`config.mk`:
```
export PLATFORM = sky130hd
export DESIGN_NAME = robot_pose_mode_sequencer_flat
export DESIGN_NICKNAME = d
export VERILOG_FILES = /design/src/rtl/rpms_pkg.sv /design/src/rtl/rpms_if.sv /design/src/rtl/rpms_ram.sv /design/src/rtl/rpms_front.sv /design/src/rtl/rpms_back.sv /design/src/rtl/robot_pose_mode_sequencer.sv /design/src/flat_wrapper.sv
export SDC_FILE = /design/constraint.sdc
export NUM_CORES = 2
export LEC_CHECK = 0
export BUFFER_PORTS_ARGS = -buffer_cell sky130_fd_sc_hd__buf_2
export CORE_MARGIN = 2
export CORE_UTILIZATION = 45
export DETAILED_ROUTE_END_ITERATION = 16
export PLACE_DENSITY = 0.62
export RECOVER_POWER = 25
export SLEW_MARGIN = 20
export SYNTH_ARGS = -nofsm -noshare
export SYNTH_HDL_FRONTEND = slang
export SYNTH_HIERARCHICAL = 1
export SYNTH_SLANG_ARGS = --single-unit
```
`constraint.sdc`:
```
create_clock -name clk -period 17.5 [get_ports clk]
set_clock_uncertainty 0.2 [all_clocks]
set_input_delay 1.75 -clock clk [delete_from_list [all_inputs] [get_ports clk]]
set_output_delay 1.75 -clock clk [all_outputs]
set_load 0.02 [all_outputs]
```
`src/rtl/rpms_pkg.sv`:
```
`timescale 1ns / 1ps
// ----------------------------------------------------------------------------
// Pose mode sequencer package
// Shared codes, field widths and types for the pose mode sequencer.
// ----------------------------------------------------------------------------
package rpms_pkg;

	// field widths fixed by the item format
	localparam int CODE_W  = 4;
	localparam int JNUM_W  = 5;
	localparam int STIFF_W = 4;
	localparam int DAMP_W  = 3;
	localparam int MODE_W  = 3;
	localparam int TICK_W  = 16;
	localparam int FRAC_W  = 17;

	// input item codes
	localparam logic [CODE_W-1:0] IN_TICK       = 4'd0;
	localparam logic [CODE_W-1:0] IN_REPORT     = 4'd1;
	localparam logic [CODE_W-1:0] IN_LOAD_LIE   = 4'd2;
	localparam logic [CODE_W-1:0] IN_LOAD_STAND = 4'd3;
	localparam logic [CODE_W-1:0] IN_START      = 4'd4;
	localparam logic [CODE_W-1:0] IN_SWITCH     = 4'd5;
	localparam logic [CODE_W-1:0] IN_WALK       = 4'd6;
	localparam logic [CODE_W-1:0] IN_DANCE      = 4'd7;
	localparam logic [CODE_W-1:0] IN_WALK12     = 4'd8;
	localparam logic [CODE_W-1:0] IN_JUMP13     = 4'd9;
	localparam logic [CODE_W-1:0] IN_POSITION   = 4'd10;
	localparam logic [CODE_W-1:0] IN_ESTOP      = 4'd11;

	// robot modes
	localparam logic [MODE_W-1:0] M_DEFAULT = 3'd0;
	localparam logic [MODE_W-1:0] M_LIE     = 3'd1;
	localparam logic [MODE_W-1:0] M_STAND   = 3'd2;
	localparam logic [MODE_W-1:0] M_WALK    = 3'd3;
	localparam logic [MODE_W-1:0] M_DANCE   = 3'd4;
	localparam logic [MODE_W-1:0] M_WALK12  = 3'd5;
	localparam logic [MODE_W-1:0] M_JUMP13  = 3'd6;

	// classified operation kinds
	localparam logic [1:0] OP_TICK  = 2'd0;
	localparam logic [1:0] OP_WRITE = 2'd1;
	localparam logic [1:0] OP_EVENT = 2'd2;

	// configuration registers
	localparam int CFG_IDX_W  = 2;
	localparam int CFG_DATA_W = 17;
	localparam logic [CFG_IDX_W-1:0] CFG_START_LOCK  = 2'd0;
	localparam logic [CFG_IDX_W-1:0] CFG_SWITCH_LOCK = 2'd1;
	localparam logic [CFG_IDX_W-1:0] CFG_OTHER_LOCK  = 2'd2;
	localparam logic [CFG_IDX_W-1:0] CFG_RAMP_INC    = 2'd3;

	localparam logic [TICK_W-1:0] RST_START_LOCK  = 16'd250;
	localparam logic [TICK_W-1:0] RST_SWITCH_LOCK = 16'd400;
	localparam logic [TICK_W-1:0] RST_OTHER_LOCK  = 16'd100;
	localparam logic [FRAC_W-1:0] RST_RAMP_INC    = 17'd66;

	localparam logic [FRAC_W-1:0] FRAC_ONE = 17'h10000;
	localparam logic [TICK_W-1:0] TICK_SAT = 16'hFFFF;

	// command gains
	localparam logic [STIFF_W-1:0] STIFF_ON     = 4'd10;
	localparam logic [STIFF_W-1:0] STIFF_OFF    = 4'd0;
	localparam logic [DAMP_W-1:0]  DAMP_DEFAULT = 3'd1;
	localparam logic [DAMP_W-1:0]  DAMP_ANKLE   = 3'd2;
	localparam logic [DAMP_W-1:0]  DAMP_BODY    = 3'd5;
	localparam logic [DAMP_W-1:0]  DAMP_NONE    = 3'd0;
	localparam int ANKLE_ROLL_L = 19;
	localparam int ANKLE_ROLL_R = 20;

	// queue depths
	localparam int FRONT_DEPTH = 4;
	localparam int FRONT_PTR_W = 2;
	localparam int OUTQ_DEPTH  = 8;
	localparam int OUTQ_PTR_W  = 3;

	typedef struct packed {
		logic [1:0]        kind;
		logic [CODE_W-1:0] code;
		logic [JNUM_W-1:0] joint;
	} op_t;

	// everything of a result but the target angle
	typedef struct packed {
		logic               is_status;
		logic [JNUM_W-1:0]  joint_number;
		logic [STIFF_W-1:0] stiffness;
		logic [DAMP_W-1:0]  damping_tenths;
		logic               last_of_run;
		logic [MODE_W-1:0]  current_mode;
		logic               control_enabled;
		logic               restart_policy;
		logic               clear_velocity_command;
	} meta_t;

endpackage

```
`src/rtl/rpms_if.sv`:
```
`timescale 1ns / 1ps
// ----------------------------------------------------------------------------
// Pose mode sequencer channels
// Valid/ready channels for input items and result items.
// ----------------------------------------------------------------------------
interface rpms_in_if #(parameter int ANGLE_BITS = 16);
	logic                                valid;
	logic                                ready;
	logic [rpms_pkg::CODE_W-1:0]         mode;
	logic [rpms_pkg::JNUM_W-1:0]         joint_index;
	logic signed [ANGLE_BITS-1:0]        angle_value;

	modport source (output valid, output mode, output joint_index, output angle_value,
		input ready);
	modport sink (input valid, input mode, input joint_index, input angle_value,
		output ready);
endinterface

interface rpms_out_if #(parameter int ANGLE_BITS = 16);
	logic                                valid;
	logic                                ready;
	logic                                is_status;
	logic [rpms_pkg::JNUM_W-1:0]         joint_number;
	logic signed [ANGLE_BITS-1:0]        target_angle;
	logic [rpms_pkg::STIFF_W-1:0]        stiffness;
	logic [rpms_pkg::DAMP_W-1:0]         damping_tenths;
	logic                                last_of_run;
	logic [rpms_pkg::MODE_W-1:0]         current_mode;
	logic                                control_enabled;
	logic                                restart_policy;
	logic                                clear_velocity_command;

	modport source (output valid, output is_status, output joint_number,
		output target_angle, output stiffness, output damping_tenths,
		output last_of_run, output current_mode, output control_enabled,
		output restart_policy, output clear_velocity_command, input ready);
	modport sink (input valid, input is_status, input joint_number,
		input target_angle, input stiffness, input damping_tenths,
		input last_of_run, input current_mode, input control_enabled,
		input restart_policy, input clear_velocity_command, output ready);
endinterface

```
`src/rtl/rpms_ram.sv`:
```
`timescale 1ns / 1ps
// ----------------------------------------------------------------------------
// Generic RAM
// One write port, one read port, registered read data.
// ----------------------------------------------------------------------------
module rpms_ram #(
	parameter int WIDTH = 16,
	parameter int DEPTH = 21
) (
	input  logic                     clk,
	input  logic                     we,
	input  logic [$clog2(DEPTH)-1:0] waddr,
	input  logic [WIDTH-1:0]         wdata,
	input  logic [$clog2(DEPTH)-1:0] raddr,
	output logic [WIDTH-1:0]         rdata
);

	logic [WIDTH-1:0] mem [DEPTH];

	always_ff @(posedge clk) begin
		if (we) begin
			mem[waddr] <= wdata;
		end
		rdata <= mem[raddr];
	end

endmodule

```
`src/rtl/rpms_front.sv`:
```
`timescale 1ns / 1ps
// ----------------------------------------------------------------------------
// Pose mode sequencer front end
// Accepts input items, sorts them into ticks, table writes and events,
// drops what has no effect and queues the rest for the back end.
// ----------------------------------------------------------------------------
module rpms_front #(
	parameter int JOINT_COUNT = 21,
	parameter int ANGLE_BITS  = 16
) (
	input  logic                         clk,
	input  logic                         arst_n,
	rpms_in_if.sink                      events,
	output logic                         op_valid,
	input  logic                         op_ready,
	output rpms_pkg::op_t                op,
	output logic signed [ANGLE_BITS-1:0] op_angle
);

	rpms_pkg::op_t                q_op_q  [rpms_pkg::FRONT_DEPTH];
	logic signed [ANGLE_BITS-1:0] q_ang_q [rpms_pkg::FRONT_DEPTH];
	logic [rpms_pkg::FRONT_PTR_W-1:0] wr_ptr_q, rd_ptr_q;
	logic [rpms_pkg::FRONT_PTR_W:0]   cnt_q;

	rpms_pkg::op_t cls;
	logic          keep;
	logic          push, pop;

	always_comb begin
		cls       = '0;
		keep      = 1'b0;
		cls.code  = events.mode;
		cls.joint = events.joint_index;
		priority if (events.mode == rpms_pkg::IN_TICK) begin
			cls.kind = rpms_pkg::OP_TICK;
			keep     = 1'b1;
		end else if (events.mode == rpms_pkg::IN_REPORT ||
				events.mode == rpms_pkg::IN_LOAD_LIE ||
				events.mode == rpms_pkg::IN_LOAD_STAND) begin
			cls.kind = rpms_pkg::OP_WRITE;
			// writes beyond the last joint are dropped here
			keep     = 32'(events.joint_index) < 32'(JOINT_COUNT);
		end else if (events.mode >= rpms_pkg::IN_START &&
				events.mode <= rpms_pkg::IN_ESTOP) begin
			cls.kind = rpms_pkg::OP_EVENT;
			keep     = 1'b1;
		end else begin
			// unused codes give nothing
			keep     = 1'b0;
		end
	end

	assign events.ready = cnt_q != (rpms_pkg::FRONT_PTR_W + 1)'(rpms_pkg::FRONT_DEPTH);
	assign push         = events.valid && events.ready && keep;
	assign op_valid     = cnt_q != '0;
	assign pop          = op_valid && op_ready;
	assign op           = q_op_q[rd_ptr_q];
	assign op_angle     = q_ang_q[rd_ptr_q];

	always_ff @(posedge clk or negedge arst_n) begin
		if (!arst_n) begin
			wr_ptr_q <= '0;
			rd_ptr_q <= '0;
			cnt_q    <= '0;
		end else begin
			if (push) begin
				wr_ptr_q <= wr_ptr_q + 1'b1;
			end
			if (pop) begin
				rd_ptr_q <= rd_ptr_q + 1'b1;
			end
			if (push && !pop) begin
				cnt_q <= cnt_q + 1'b1;
			end else if (pop && !push) begin
				cnt_q <= cnt_q - 1'b1;
			end
		end
	end

	always_ff @(posedge clk) begin
		if (push) begin
			q_op_q[wr_ptr_q]  <= cls;
			q_ang_q[wr_ptr_q] <= events.angle_value;
		end
	end

endmodule

```
`src/rtl/rpms_back.sv`:
```
`timescale 1ns / 1ps
// ----------------------------------------------------------------------------
// Pose mode sequencer back end
// Holds the mode state and the joint tables, carries out queued operations,
// sweeps the joints on a tick through a blend pipeline and buffers results.
// ----------------------------------------------------------------------------
module rpms_back #(
	parameter int JOINT_COUNT = 21,
	parameter int ANGLE_BITS  = 16
) (
	input  logic                                clk,
	input  logic                                arst_n,
	input  logic                                cfg_wr_en,
	input  logic [rpms_pkg::CFG_IDX_W-1:0]      cfg_index,
	input  logic [rpms_pkg::CFG_DATA_W-1:0]     cfg_data,
	input  logic                                op_valid,
	output logic                                op_ready,
	input  rpms_pkg::op_t                       op,
	input  logic signed [ANGLE_BITS-1:0]        op_angle,
	rpms_out_if.source                          commands
);

	localparam int JW = $clog2(JOINT_COUNT);
	localparam logic [JW-1:0] J_LAST = JW'(JOINT_COUNT - 1);
	localparam int PW = ANGLE_BITS + 19;

	localparam logic [1:0] ST_IDLE = 2'd0;
	localparam logic [1:0] ST_TICK = 2'd1;
	localparam logic [1:0] ST_COPY = 2'd2;

	// configuration
	logic [rpms_pkg::TICK_W-1:0] start_lock_q, switch_lock_q, other_lock_q;
	logic [rpms_pkg::FRAC_W-1:0] ramp_inc_q;

	// mode state
	logic [rpms_pkg::MODE_W-1:0] mode_q;
	logic                        enabled_q, estop_q;
	logic [rpms_pkg::FRAC_W-1:0] frac_q;
	logic [rpms_pkg::TICK_W-1:0] ticks_q;
	logic [JOINT_COUNT-1:0]      live_valid_q, start_valid_q;

	// sequencer
	logic [1:0]                  st_q;
	logic [JW-1:0]               j_q;
	logic [rpms_pkg::MODE_W-1:0] loop_mode_q;
	logic                        loop_blend_q, loop_stand_q;
	logic [rpms_pkg::FRAC_W-1:0] loop_frac_q;

	// pipeline
	logic                         v_s1, v_s2, v_s3;
	rpms_pkg::meta_t              meta_s1, meta_s2, meta_s3;
	logic                         blend_s1, stand_s1;
	logic [JW-1:0]                j_s1;
	logic [rpms_pkg::FRAC_W-1:0]  f_s1, f_s2;
	logic signed [ANGLE_BITS-1:0] a_s2, a_s3;
	logic signed [ANGLE_BITS:0]   d_s2;
	logic signed [PW-1:0]         p_s3;
	logic                         cp_v_s1;
	logic [JW-1:0]                cp_addr_s1;

	// output queue
	rpms_pkg::meta_t               oq_meta_q [rpms_pkg::OUTQ_DEPTH];
	logic [ANGLE_BITS-1:0]         oq_tgt_q  [rpms_pkg::OUTQ_DEPTH];
	logic [rpms_pkg::OUTQ_PTR_W-1:0] oq_wr_q, oq_rd_q;
	logic [rpms_pkg::OUTQ_PTR_W:0]   oq_cnt_q;

	logic [ANGLE_BITS-1:0] live_rd, start_rd, lie_rd, stand_rd;
	logic                  slot_free, take, issue_tick, issue_status, oq_pop;
	logic [rpms_pkg::OUTQ_PTR_W+2:0] in_flight;

	logic [rpms_pkg::TICK_W-1:0] lock;
	logic                        pass, ev_en, ev_rs, ev_cv, ev_snap, ev_zero;
	logic [rpms_pkg::MODE_W-1:0] ev_mode;
	logic                        tick_moves, tick_emits;
	logic [rpms_pkg::FRAC_W:0]   frac_sum;
	logic [rpms_pkg::FRAC_W-1:0] frac_next;
	rpms_pkg::meta_t             stat_meta, tick_meta;
	logic signed [ANGLE_BITS-1:0] a_sel, b_sel;
	logic [PW-1:0]               tgt_sum;
	logic                        ankle;

	// memories
	rpms_ram #(.WIDTH(ANGLE_BITS), .DEPTH(JOINT_COUNT)) u_live (
		.clk  (clk),
		.we   (take && op.kind == rpms_pkg::OP_WRITE && op.code == rpms_pkg::IN_REPORT),
		.waddr(JW'(op.joint)),
		.wdata(op_angle),
		.raddr(j_q),
		.rdata(live_rd)
	);

	rpms_ram #(.WIDTH(ANGLE_BITS), .DEPTH(JOINT_COUNT)) u_start (
		.clk  (clk),
		.we   (cp_v_s1),
		.waddr(cp_addr_s1),
		.wdata(live_rd),
		.raddr(j_q),
		.rdata(start_rd)
	);

	rpms_ram #(.WIDTH(ANGLE_BITS), .DEPTH(JOINT_COUNT)) u_lie (
		.clk  (clk),
		.we   (take && op.kind == rpms_pkg::OP_WRITE && op.code == rpms_pkg::IN_LOAD_LIE),
		.waddr(JW'(op.joint)),
		.wdata(op_angle),
		.raddr(j_q),
		.rdata(lie_rd)
	);

	rpms_ram #(.WIDTH(ANGLE_BITS), .DEPTH(JOINT_COUNT)) u_stand (
		.clk  (clk),
		.we   (take && op.kind == rpms_pkg::OP_WRITE &&
			op.code == rpms_pkg::IN_LOAD_STAND),
		.waddr(JW'(op.joint)),
		.wdata(op_angle),
		.raddr(j_q),
		.rdata(stand_rd)
	);

	// room for everything in flight before a new result is issued
	assign in_flight = (rpms_pkg::OUTQ_PTR_W + 3)'(oq_cnt_q) +
		(rpms_pkg::OUTQ_PTR_W + 3)'(v_s1) + (rpms_pkg::OUTQ_PTR_W + 3)'(v_s2) +
		(rpms_pkg::OUTQ_PTR_W + 3)'(v_s3);
	assign slot_free    = in_flight < (rpms_pkg::OUTQ_PTR_W + 3)'(rpms_pkg::OUTQ_DEPTH);
	assign op_ready     = st_q == ST_IDLE && slot_free;
	assign take         = op_valid && op_ready;
	assign issue_tick   = st_q == ST_TICK && slot_free;
	assign issue_status = take && op.kind == rpms_pkg::OP_EVENT;

	// event decode
	always_comb begin
		lock = other_lock_q;
		if (op.code == rpms_pkg::IN_START) begin
			lock = start_lock_q;
		end else if (op.code == rpms_pkg::IN_SWITCH) begin
			lock = switch_lock_q;
		end
		pass    = op.code != rpms_pkg::IN_ESTOP && ticks_q > lock;
		ev_mode = mode_q;
		ev_en   = enabled_q;
		ev_rs   = 1'b0;
		ev_cv   = 1'b0;
		ev_snap = 1'b0;
		ev_zero = 1'b0;
		if (pass) begin
			unique case (op.code)
				rpms_pkg::IN_START: begin
					if (!enabled_q) begin
						ev_en   = 1'b1;
						ev_zero = 1'b1;
						ev_snap = 1'b1;
						ev_mode = rpms_pkg::M_LIE;
					end else begin
						ev_en   = 1'b0;
						ev_mode = rpms_pkg::M_DEFAULT;
					end
				end
				rpms_pkg::IN_SWITCH: begin
					if (enabled_q && mode_q == rpms_pkg::M_STAND) begin
						ev_zero = 1'b1;
						ev_snap = 1'b1;
						ev_mode = rpms_pkg::M_LIE;
					end else if (enabled_q && mode_q == rpms_pkg::M_LIE) begin
						ev_zero = 1'b1;
						ev_mode = rpms_pkg::M_STAND;
					end
				end
				rpms_pkg::IN_WALK: begin
					if (mode_q == rpms_pkg::M_STAND || mode_q == rpms_pkg::M_WALK12 ||
							mode_q == rpms_pkg::M_JUMP13) begin
						ev_mode = rpms_pkg::M_WALK;
						ev_rs   = 1'b1;
					end else if (mode_q == rpms_pkg::M_DANCE) begin
						ev_mode = rpms_pkg::M_WALK;
						ev_rs   = 1'b1;
						ev_cv   = 1'b1;
					end
				end
				rpms_pkg::IN_DANCE: begin
					if (enabled_q && (mode_q == rpms_pkg::M_STAND ||
							mode_q == rpms_pkg::M_WALK || mode_q == rpms_pkg::M_WALK12 ||
							mode_q == rpms_pkg::M_JUMP13)) begin
						ev_mode = rpms_pkg::M_DANCE;
						ev_rs   = 1'b1;
						ev_cv   = 1'b1;
					end
				end
				rpms_pkg::IN_WALK12: begin
					if (mode_q == rpms_pkg::M_STAND || mode_q == rpms_pkg::M_WALK ||
							mode_q == rpms_pkg::M_JUMP13) begin
						ev_mode = rpms_pkg::M_WALK12;
						ev_rs   = 1'b1;
					end
				end
				rpms_pkg::IN_JUMP13: begin
					if (mode_q == rpms_pkg::M_STAND || mode_q == rpms_pkg::M_WALK ||
							mode_q == rpms_pkg::M_WALK12) begin
						ev_mode = rpms_pkg::M_JUMP13;
						ev_rs   = 1'b1;
					end
				end
				rpms_pkg::IN_POSITION: begin
					if (mode_q == rpms_pkg::M_WALK || mode_q == rpms_pkg::M_WALK12 ||
							mode_q == rpms_pkg::M_JUMP13) begin
						ev_mode = rpms_pkg::M_STAND;
					end else if (mode_q == rpms_pkg::M_DANCE) begin
						ev_mode = rpms_pkg::M_WALK;
						ev_rs   = 1'b1;
						ev_cv   = 1'b1;
					end else if (mode_q == rpms_pkg::M_DEFAULT) begin
						ev_zero = 1'b1;
						ev_snap = 1'b1;
						ev_mode = rpms_pkg::M_LIE;
					end
				end
				default: ;
			endcase
		end
	end

	always_comb begin
		stat_meta                        = '0;
		stat_meta.is_status              = 1'b1;
		stat_meta.last_of_run            = 1'b1;
		stat_meta.current_mode           = ev_mode;
		stat_meta.control_enabled        = ev_en;
		stat_meta.restart_policy         = ev_rs;
		stat_meta.clear_velocity_command = ev_cv;
	end

	assign tick_moves = mode_q == rpms_pkg::M_LIE || mode_q == rpms_pkg::M_STAND;
	assign tick_emits = tick_moves || mode_q == rpms_pkg::M_DEFAULT;
	assign frac_sum   = {1'b0, frac_q} + {1'b0, ramp_inc_q};
	assign frac_next  = frac_sum > {1'b0, rpms_pkg::FRAC_ONE} ? rpms_pkg::FRAC_ONE :
		frac_sum[rpms_pkg::FRAC_W-1:0];

	assign ankle = 32'(j_q) == 32'(rpms_pkg::ANKLE_ROLL_L) ||
		32'(j_q) == 32'(rpms_pkg::ANKLE_ROLL_R);

	always_comb begin
		tick_meta                 = '0;
		tick_meta.joint_number    = rpms_pkg::JNUM_W'(j_q);
		tick_meta.stiffness       = loop_blend_q ? rpms_pkg::STIFF_ON : rpms_pkg::STIFF_OFF;
		tick_meta.damping_tenths  = !loop_blend_q ? rpms_pkg::DAMP_DEFAULT :
			(ankle ? rpms_pkg::DAMP_ANKLE : rpms_pkg::DAMP_BODY);
		tick_meta.last_of_run     = j_q == J_LAST;
		tick_meta.current_mode    = loop_mode_q;
		tick_meta.control_enabled = enabled_q;
	end

	// control and state
	always_ff @(posedge clk or negedge arst_n) begin
		if (!arst_n) begin
			start_lock_q  <= rpms_pkg::RST_START_LOCK;
			switch_lock_q <= rpms_pkg::RST_SWITCH_LOCK;
			other_lock_q  <= rpms_pkg::RST_OTHER_LOCK;
			ramp_inc_q    <= rpms_pkg::RST_RAMP_INC;
			mode_q        <= rpms_pkg::M_DEFAULT;
			enabled_q     <= 1'b0;
			estop_q       <= 1'b0;
			frac_q        <= '0;
			ticks_q       <= rpms_pkg::TICK_SAT;
			live_valid_q  <= '0;
			start_valid_q <= '0;
			st_q          <= ST_IDLE;
			j_q           <= '0;
			loop_mode_q   <= rpms_pkg::M_DEFAULT;
			loop_blend_q  <= 1'b0;
			loop_stand_q  <= 1'b0;
			loop_frac_q   <= '0;
		end else begin
			if (cfg_wr_en) begin
				unique case (cfg_index)
					rpms_pkg::CFG_START_LOCK:  start_lock_q  <= cfg_data[rpms_pkg::TICK_W-1:0];
					rpms_pkg::CFG_SWITCH_LOCK: switch_lock_q <= cfg_data[rpms_pkg::TICK_W-1:0];
					rpms_pkg::CFG_OTHER_LOCK:  other_lock_q  <= cfg_data[rpms_pkg::TICK_W-1:0];
					rpms_pkg::CFG_RAMP_INC:    ramp_inc_q    <= cfg_data;
					default: ;
				endcase
			end
			unique case (st_q)
				ST_IDLE: begin
					if (take) begin
						unique case (op.kind)
							rpms_pkg::OP_TICK: begin
								// a pending estop drops to default once this tick is out
								if (estop_q) begin
									estop_q <= 1'b0;
									mode_q  <= rpms_pkg::M_DEFAULT;
								end
								if (ticks_q != rpms_pkg::TICK_SAT) begin
									ticks_q <= ticks_q + 16'd1;
								end
								loop_mode_q  <= estop_q ? rpms_pkg::M_DEFAULT : mode_q;
								loop_blend_q <= tick_moves;
								loop_stand_q <= mode_q == rpms_pkg::M_STAND;
								loop_frac_q  <= frac_q;
								if (tick_moves) begin
									frac_q <= frac_next;
								end
								if (tick_emits) begin
									st_q <= ST_TICK;
									j_q  <= '0;
								end
							end
							rpms_pkg::OP_WRITE: begin
								if (op.code == rpms_pkg::IN_REPORT) begin
									live_valid_q[JW'(op.joint)] <= 1'b1;
								end
							end
							rpms_pkg::OP_EVENT: begin
								if (op.code == rpms_pkg::IN_ESTOP) begin
									estop_q <= 1'b1;
								end
								if (pass) begin
									ticks_q <= '0;
								end
								mode_q    <= ev_mode;
								enabled_q <= ev_en;
								if (ev_zero) begin
									frac_q <= '0;
								end
								if (ev_snap) begin
									start_valid_q <= live_valid_q;
									st_q          <= ST_COPY;
									j_q           <= '0;
								end
							end
							default: ;
						endcase
					end
				end
				ST_TICK: begin
					if (slot_free) begin
						if (j_q == J_LAST) begin
							st_q <= ST_IDLE;
						end else begin
							j_q <= j_q + JW'(1);
						end
					end
				end
				ST_COPY: begin
					if (j_q == J_LAST) begin
						st_q <= ST_IDLE;
					end else begin
						j_q <= j_q + JW'(1);
					end
				end
				default: st_q <= ST_IDLE;
			endcase
		end
	end

	// blend: a + (b - a) * f / 2^16, rounded half up
	always_comb begin
		a_sel = '0;
		b_sel = '0;
		if (blend_s1) begin
			if (stand_s1) begin
				a_sel = lie_rd;
				b_sel = stand_rd;
			end else begin
				a_sel = start_valid_q[j_s1] ? start_rd : '0;
				b_sel = lie_rd;
			end
		end
	end

	assign tgt_sum = p_s3 + $signed({{3{a_s3[ANGLE_BITS-1]}}, a_s3, 16'h8000});

	always_ff @(posedge clk or negedge arst_n) begin
		if (!arst_n) begin
			v_s1    <= 1'b0;
			v_s2    <= 1'b0;
			v_s3    <= 1'b0;
			cp_v_s1 <= 1'b0;
		end else begin
			v_s1    <= issue_tick || issue_status;
			v_s2    <= v_s1;
			v_s3    <= v_s2;
			cp_v_s1 <= st_q == ST_COPY;
		end
	end

	always_ff @(posedge clk) begin
		meta_s1    <= issue_status ? stat_meta : tick_meta;
		blend_s1   <= issue_tick && loop_blend_q;
		stand_s1   <= loop_stand_q;
		f_s1       <= loop_frac_q;
		j_s1       <= j_q;
		cp_addr_s1 <= j_q;
		meta_s2    <= meta_s1;
		a_s2       <= a_sel;
		d_s2       <= {b_sel[ANGLE_BITS-1], b_sel} - {a_sel[ANGLE_BITS-1], a_sel};
		f_s2       <= f_s1;
		meta_s3    <= meta_s2;
		a_s3       <= a_s2;
		p_s3       <= d_s2 * $signed({1'b0, f_s2});
	end

	// output queue
	assign oq_pop = commands.valid && commands.ready;

	always_ff @(posedge clk or negedge arst_n) begin
		if (!arst_n) begin
			oq_wr_q  <= '0;
			oq_rd_q  <= '0;
			oq_cnt_q <= '0;
		end else begin
			if (v_s3) begin
				oq_wr_q <= oq_wr_q + 1'b1;
			end
			if (oq_pop) begin
				oq_rd_q <= oq_rd_q + 1'b1;
			end
			if (v_s3 && !oq_pop) begin
				oq_cnt_q <= oq_cnt_q + 1'b1;
			end else if (oq_pop && !v_s3) begin
				oq_cnt_q <= oq_cnt_q - 1'b1;
			end
		end
	end

	always_ff @(posedge clk) begin
		if (v_s3) begin
			oq_meta_q[oq_wr_q] <= meta_s3;
			oq_tgt_q[oq_wr_q]  <= tgt_sum[ANGLE_BITS+15:16];
		end
	end

	assign commands.valid                  = oq_cnt_q != '0;
	assign commands.is_status              = oq_meta_q[oq_rd_q].is_status;
	assign commands.joint_number           = oq_meta_q[oq_rd_q].joint_number;
	assign commands.target_angle           = oq_tgt_q[oq_rd_q];
	assign commands.stiffness              = oq_meta_q[oq_rd_q].stiffness;
	assign commands.damping_tenths         = oq_meta_q[oq_rd_q].damping_tenths;
	assign commands.last_of_run            = oq_meta_q[oq_rd_q].last_of_run;
	assign commands.current_mode           = oq_meta_q[oq_rd_q].current_mode;
	assign commands.control_enabled        = oq_meta_q[oq_rd_q].control_enabled;
	assign commands.restart_policy         = oq_meta_q[oq_rd_q].restart_policy;
	assign commands.clear_velocity_command = oq_meta_q[oq_rd_q].clear_velocity_command;

endmodule

```
`src/rtl/robot_pose_mode_sequencer.sv`:
```
`timescale 1ns / 1ps
// ----------------------------------------------------------------------------
// Robot pose mode sequencer
// Mode supervisor for a legged robot: lockout-gated mode events, joint
// position snapshots and ramp-blended lie/stand pose commands on each tick.
// ----------------------------------------------------------------------------
// Usage:
//  events   : input items (tick, position report, pose load, mode event).
//  commands : result items; a tick in default, lie or stand gives JOINT_COUNT
//             joint commands, an event gives one status item, the rest none.
//  cfg_*    : register writes, only while the block is idle.
//  A four-item front queue takes items while the back end is busy; results
//  leave through an eight-entry output queue, so a stalled receiver first
//  fills that queue, then holds the joint sweep, then the front queue.
//  Path: an item waits in the front queue; the back end then pushes its
//  results through the blend pipeline into the output queue.
//  Throughput: a tick holds the back end while it sweeps the joints, one
//  joint read and blended per cycle while the output queue has room; an
//  event that snapshots the live joints then holds it to copy the table.
//  Reset: default mode, control disabled, live and start angles read as zero,
//  lockout counter saturated; pose tables must be loaded before use.
// ----------------------------------------------------------------------------
module robot_pose_mode_sequencer #(
	parameter int JOINT_COUNT = 21,
	parameter int ANGLE_BITS  = 16
) (
	input  logic                            clk,
	input  logic                            arst_n,
	input  logic                            cfg_wr_en,
	input  logic [rpms_pkg::CFG_IDX_W-1:0]  cfg_index,
	input  logic [rpms_pkg::CFG_DATA_W-1:0] cfg_data,
	rpms_in_if.sink                         events,
	rpms_out_if.source                      commands
);

	logic                         op_valid, op_ready;
	rpms_pkg::op_t                op;
	logic signed [ANGLE_BITS-1:0] op_angle;

	rpms_front #(.JOINT_COUNT(JOINT_COUNT), .ANGLE_BITS(ANGLE_BITS)) u_front (
		.clk     (clk),
		.arst_n  (arst_n),
		.events  (events),
		.op_valid(op_valid),
		.op_ready(op_ready),
		.op      (op),
		.op_angle(op_angle)
	);

	rpms_back #(.JOINT_COUNT(JOINT_COUNT), .ANGLE_BITS(ANGLE_BITS)) u_back (
		.clk      (clk),
		.arst_n   (arst_n),
		.cfg_wr_en(cfg_wr_en),
		.cfg_index(cfg_index),
		.cfg_data (cfg_data),
		.op_valid (op_valid),
		.op_ready (op_ready),
		.op       (op),
		.op_angle (op_angle),
		.commands (commands)
	);

endmodule

```
`src/flat_wrapper.sv`:
```
// flat-port wrapper written by rule: the top's interface ports become plain ports
module robot_pose_mode_sequencer_flat 
#(
	parameter int JOINT_COUNT = 21,
	parameter int ANGLE_BITS  = 16
)
  (clk, arst_n, cfg_wr_en, cfg_index, cfg_data, events_valid, events_mode, events_joint_index, events_angle_value, events_ready, commands_valid, commands_is_status, commands_joint_number, commands_target_angle, commands_stiffness, commands_damping_tenths, commands_last_of_run, commands_current_mode, commands_control_enabled, commands_restart_policy, commands_clear_velocity_command, commands_ready);
  rpms_in_if #(.ANGLE_BITS(ANGLE_BITS)) events_i ();
  rpms_out_if #(.ANGLE_BITS(ANGLE_BITS)) commands_i ();
  input  logic clk;
  input  logic arst_n;
  input  logic cfg_wr_en;
  input  logic [rpms_pkg::CFG_IDX_W-1:0] cfg_index;
  input  logic [rpms_pkg::CFG_DATA_W-1:0] cfg_data;
  input wire logic [$bits(events_i.valid)-1:0] events_valid;
  input wire logic [$bits(events_i.mode)-1:0] events_mode;
  input wire logic [$bits(events_i.joint_index)-1:0] events_joint_index;
  input wire logic [$bits(events_i.angle_value)-1:0] events_angle_value;
  output wire logic [$bits(events_i.ready)-1:0] events_ready;
  output wire logic [$bits(commands_i.valid)-1:0] commands_valid;
  output wire logic [$bits(commands_i.is_status)-1:0] commands_is_status;
  output wire logic [$bits(commands_i.joint_number)-1:0] commands_joint_number;
  output wire logic [$bits(commands_i.target_angle)-1:0] commands_target_angle;
  output wire logic [$bits(commands_i.stiffness)-1:0] commands_stiffness;
  output wire logic [$bits(commands_i.damping_tenths)-1:0] commands_damping_tenths;
  output wire logic [$bits(commands_i.last_of_run)-1:0] commands_last_of_run;
  output wire logic [$bits(commands_i.current_mode)-1:0] commands_current_mode;
  output wire logic [$bits(commands_i.control_enabled)-1:0] commands_control_enabled;
  output wire logic [$bits(commands_i.restart_policy)-1:0] commands_restart_policy;
  output wire logic [$bits(commands_i.clear_velocity_command)-1:0] commands_clear_velocity_command;
  input wire logic [$bits(commands_i.ready)-1:0] commands_ready;
  assign events_i.valid = events_valid;
  assign events_i.mode = events_mode;
  assign events_i.joint_index = events_joint_index;
  assign events_i.angle_value = events_angle_value;
  assign events_ready = events_i.ready;
  assign commands_valid = commands_i.valid;
  assign commands_is_status = commands_i.is_status;
  assign commands_joint_number = commands_i.joint_number;
  assign commands_target_angle = commands_i.target_angle;
  assign commands_stiffness = commands_i.stiffness;
  assign commands_damping_tenths = commands_i.damping_tenths;
  assign commands_last_of_run = commands_i.last_of_run;
  assign commands_current_mode = commands_i.current_mode;
  assign commands_control_enabled = commands_i.control_enabled;
  assign commands_restart_policy = commands_i.restart_policy;
  assign commands_clear_velocity_command = commands_i.clear_velocity_command;
  assign commands_i.ready = commands_ready;
  robot_pose_mode_sequencer #(.JOINT_COUNT(JOINT_COUNT), .ANGLE_BITS(ANGLE_BITS)) u_core (.clk(clk), .arst_n(arst_n), .cfg_wr_en(cfg_wr_en), .cfg_index(cfg_index), .cfg_data(cfg_data), .events(events_i), .commands(commands_i));
endmodule
```
==> metrics.md <==
| Metric | Value |
|---|---|
| Die Width | `456.9 microns` |
| CTS buffer count | `209` |
| Nets | `6486` |
| Worst path slowest cell | `clkbuf_1` |
| Leakage | `36.88 nW` |
| Endpoints failing setup | `0` |
| Clock tree sinks | `2133` |
| Hold WC Path Type | `flip-flop to flip-flop` |
| Post-DP HPWL | `130100 microns` |
| Number of port buffers | `84` |
| Post_cts resized | `0` |
| Worst Setup SP | `u_core/u_back/j_q[0]` |
| Total track usage | `20.19%` |
| Top FF cell, synth | `edfxtp_1` |
| Final Hold Vio Count | `0` |
| PwrDens | `159.8 nW/um^2` |
| Final worst path period share | `61.85%` |
| Clock-pin slew on the worst setup and hold paths | `0.07 ns` |
| Number of global-route vias before repair | `50180` |
| Mean Syn Cell Area | `15.78 sq um` |
| CP max FO | `134` |
| Via density | `5.539` |
| Mean routed wirelength per cell | `23.91 microns` |
| Yosys warning count | `6` |
| Area grow syn2layout | `11.66%` |
| Initial antenna violation count | `13` |
| Final Critical Period | `10.82 ns` |
| Via count | `49240` |
| First-pass GRT wire length | `317900 microns` |
| Core area | `204200 sq um` |
| Std-Cell Rows | `166` |
| Max-cap violations | `9` |
| Yosys reg bits | `2133` |
| Worst-Margin Slew | `10.16 ns` |
| Synthesized area | `92320 sq um` |
| Max VDD drop | `0.1158 mV` |
| Die H | `456.9 microns` |
| GP Congestion | `0.8258` |
| Die ar. | `208800 sq um` |
| Worst Setup Path Type | `flip-flop to flip-flop` |
| RSZ-0062 raised after global routing | `no` |
| Detail Route Antenna Nets | `0` |
| Slew margin rel. | `-577.4%` |
| Placed Instances | `8494` |
| Reg2reg start | `u_core/u_back/j_q[0]` |
| Grt total ovfl | `0` |
| Htree depth | `4` |
| Area leader, netlist | `edfxtp_1` |
| Seq/Total Area, Yosys | `65.96%` |
| Top post-synthesis cells by count | `edfxtp_1, mux2i_1, nand2_1` |
| Gate count of the mapped netlist | `5852` |
| Worst path most repeated cell | `nand3_1` |
| Outcome | `complete, but fails checks` |
| Data arrival time of the critical path | `11.23 ns` |
| Synth top area share | `55.82%` |
| Crit-path max cell delay | `6.97 ns` |
| Post-synth EDFFs | `1716` |
| Num ports | `87` |
| Post-CTS Setup Inserts | `0` |
| Layout cells sized above 1 | `15.53%` |
| Largest cells by area after synthesis | `edfxtp_1, mux2i_1, fa_1` |
| DRT Wirelength | `212600 microns` |
| CTS root buf | `clkbuf_16` |
| Yosys cell types | `86` |
| Hold_sp | `u_core/u_back/meta_s1[1]` |
| Startpoint Class | `flip-flop` |
| Clock Latency Late Sink | `0.86 ns` |
| FMAX | `92.39 MHz` |
| Critical path, cell by cell | `clkbuf_1 -> buf_4 -> mux2i_1 -> a22oi_1 -> nand3_1 -> nand3_1` |
| CTS tree | `built` |
| DR pass1 iterations | `6` |
| Top-count cell post-synth | `edfxtp_1` |
| Sum of negative setup slack | `0 ns` |
| Drt initial violations | `4530` |
| Post-Layout Cell Count | `8891` |
| Worst path required time | `17.90 ns` |
| Hold_buf cts | `0` |
| Endpoint type of the worst setup path | `flip-flop` |
| Largest net degree at the start of global routing | `135` |
| Failing checks | `max-capacitance violations, max-slew violations` |
| Initial Util | `45.22%` |
| FFs w/ async S/R, synth | `9.142%` |
| Max-slew violation count | `463` |
| DRC viols | `0` |
| Clock Path Buffers | `3` |
per-stage QoR:
step / hold slack, ns / instance area, sq um / utilization, % / worst slack, ns / total power [mW]
2_1_floorplan: 0.1096 / 92320 / - / 11.27 / 10.20
3_3_place_gp: 0.1111 / 96030 / 47.04 / 10.59 / 11.86
3_5_place_dp: 0.1121 / 96030 / 47.04 / 10.54 / 11.95
4_1_cts: 0.1102 / 103200 / 50.55 / 10.51 / 16.57
5_1_grt: 0.1110 / 103100 / 50.49 / 6.062 / 17.32
6_report: 0.09452 / 103100 / 50.49 / 6.676 / 16.47
cell usage in the layout (no fill, tap or decap), types with 81 or more instances in the layout:
| master | count |
|---|---|
| a22oi_1 | 194 |
| and2_1 | 152 |
| buf_4 | 125 |
| clkbuf_1 | 81 |
| clkbuf_16 | 211 |
| dfrtp_1 | 160 |
| dfxtp_1 | 222 |
| edfxtp_1 | 1716 |
| fa_1 | 229 |
| ha_1 | 191 |
| inv_1 | 325 |
| mux2_2 | 210 |
| mux2i_1 | 544 |
| mux4_2 | 139 |
| nand2_1 | 434 |
| nand3_1 | 170 |
| nor2_1 | 138 |
critical path: cells and delay by family, from the launching register on:
kind / cells / cell delay, ns
AOI/OAI and AO/OA: 1 / 0.10
buffers and inverters: 2 / 8.52
DFF: 1 / 0.64
muxes: 1 / 0.27
and+or+nand+nor: 2 / 0.48
layer usage:
| layer | vias to the layer above | routed length, microns | track usage (%) |
|---|---|---|---|
| met5 | - | 63 | 0 |
| met1 | 25440 | 89810 | 26.61 |
| li1 | 22140 | - | - |
| met2 | 1308 | 104300 | 33.89 |
| met4 | 10 | 6199 | 6.205 |
| met3 | 350 | 12200 | 3.878 |
layout make-up:
type / instances / area [sq um]
diodes: 3 / 7.507
flip-flops and latches: 2133 / 60900
fillers: 16820 / 101100
clock inverters: 125 / 1511
well taps: 2688 / 3363
clock buffers: 269 / 5659
inverters: 326 / 1224
multi-input cells: 3123 / 29020
repair buffers: 224 / 1399
cells by family (layout without fill, tap and decap cells):
group                    Yosys count  in the layout  share of synthesized area, %
XOR/XNOR                          77             77                        0.7305
flip-flops                      2133           2133                         65.96
AO/OA/AOI/OAI                    490            490                         3.766
buffers and inverters            597            944                         2.925
multiplexers                     918            918                         12.55
AND/OR/NAND/NOR                 1216           1216                         6.511
adder cells (fa/ha/maj)          420            420                         7.555
other                              1              5                      0.004062
registers in the layout, summed over array words and instances, names as in the netlist, 44 cells and up:
register and flops:
u_core/u_back/u_lie/mem 336, u_core/u_back/u_live/mem 336, u_core/u_back/u_stand/mem 336, u_core/u_back/u_start/mem 336, u_core/u_back/oq_meta_q 136, u_core/u_back/oq_tgt_q 128
u_core/u_front/q_ang_q 64, u_core/u_front/q_op_q 44
report_power, final:
group          internal [mW]  switching, mW
registers               6.48          0.516
logic                   1.87           2.99
clock network           2.68           1.94
total                   11.0           5.44
worst paths after layout:
kind	end	slack, ns	cells past startpoint
setup / recovery	u_core/u_back/u_start/rdata[2]	6.68	6
hold / removal	u_core/u_back/meta_s2[1]	0.09	0
setup reg to reg	u_core/u_back/u_start/rdata[2]	6.68	6
hold reg to reg	u_core/u_back/meta_s2[1]	0.09	0
max in group asynchronous	u_core/u_front/rd_ptr_q[0]	9.78	1
min in group asynchronous	u_core/u_back/switch_lock_q[5]	3.18	1
Power figures use the tool's default switching activity.
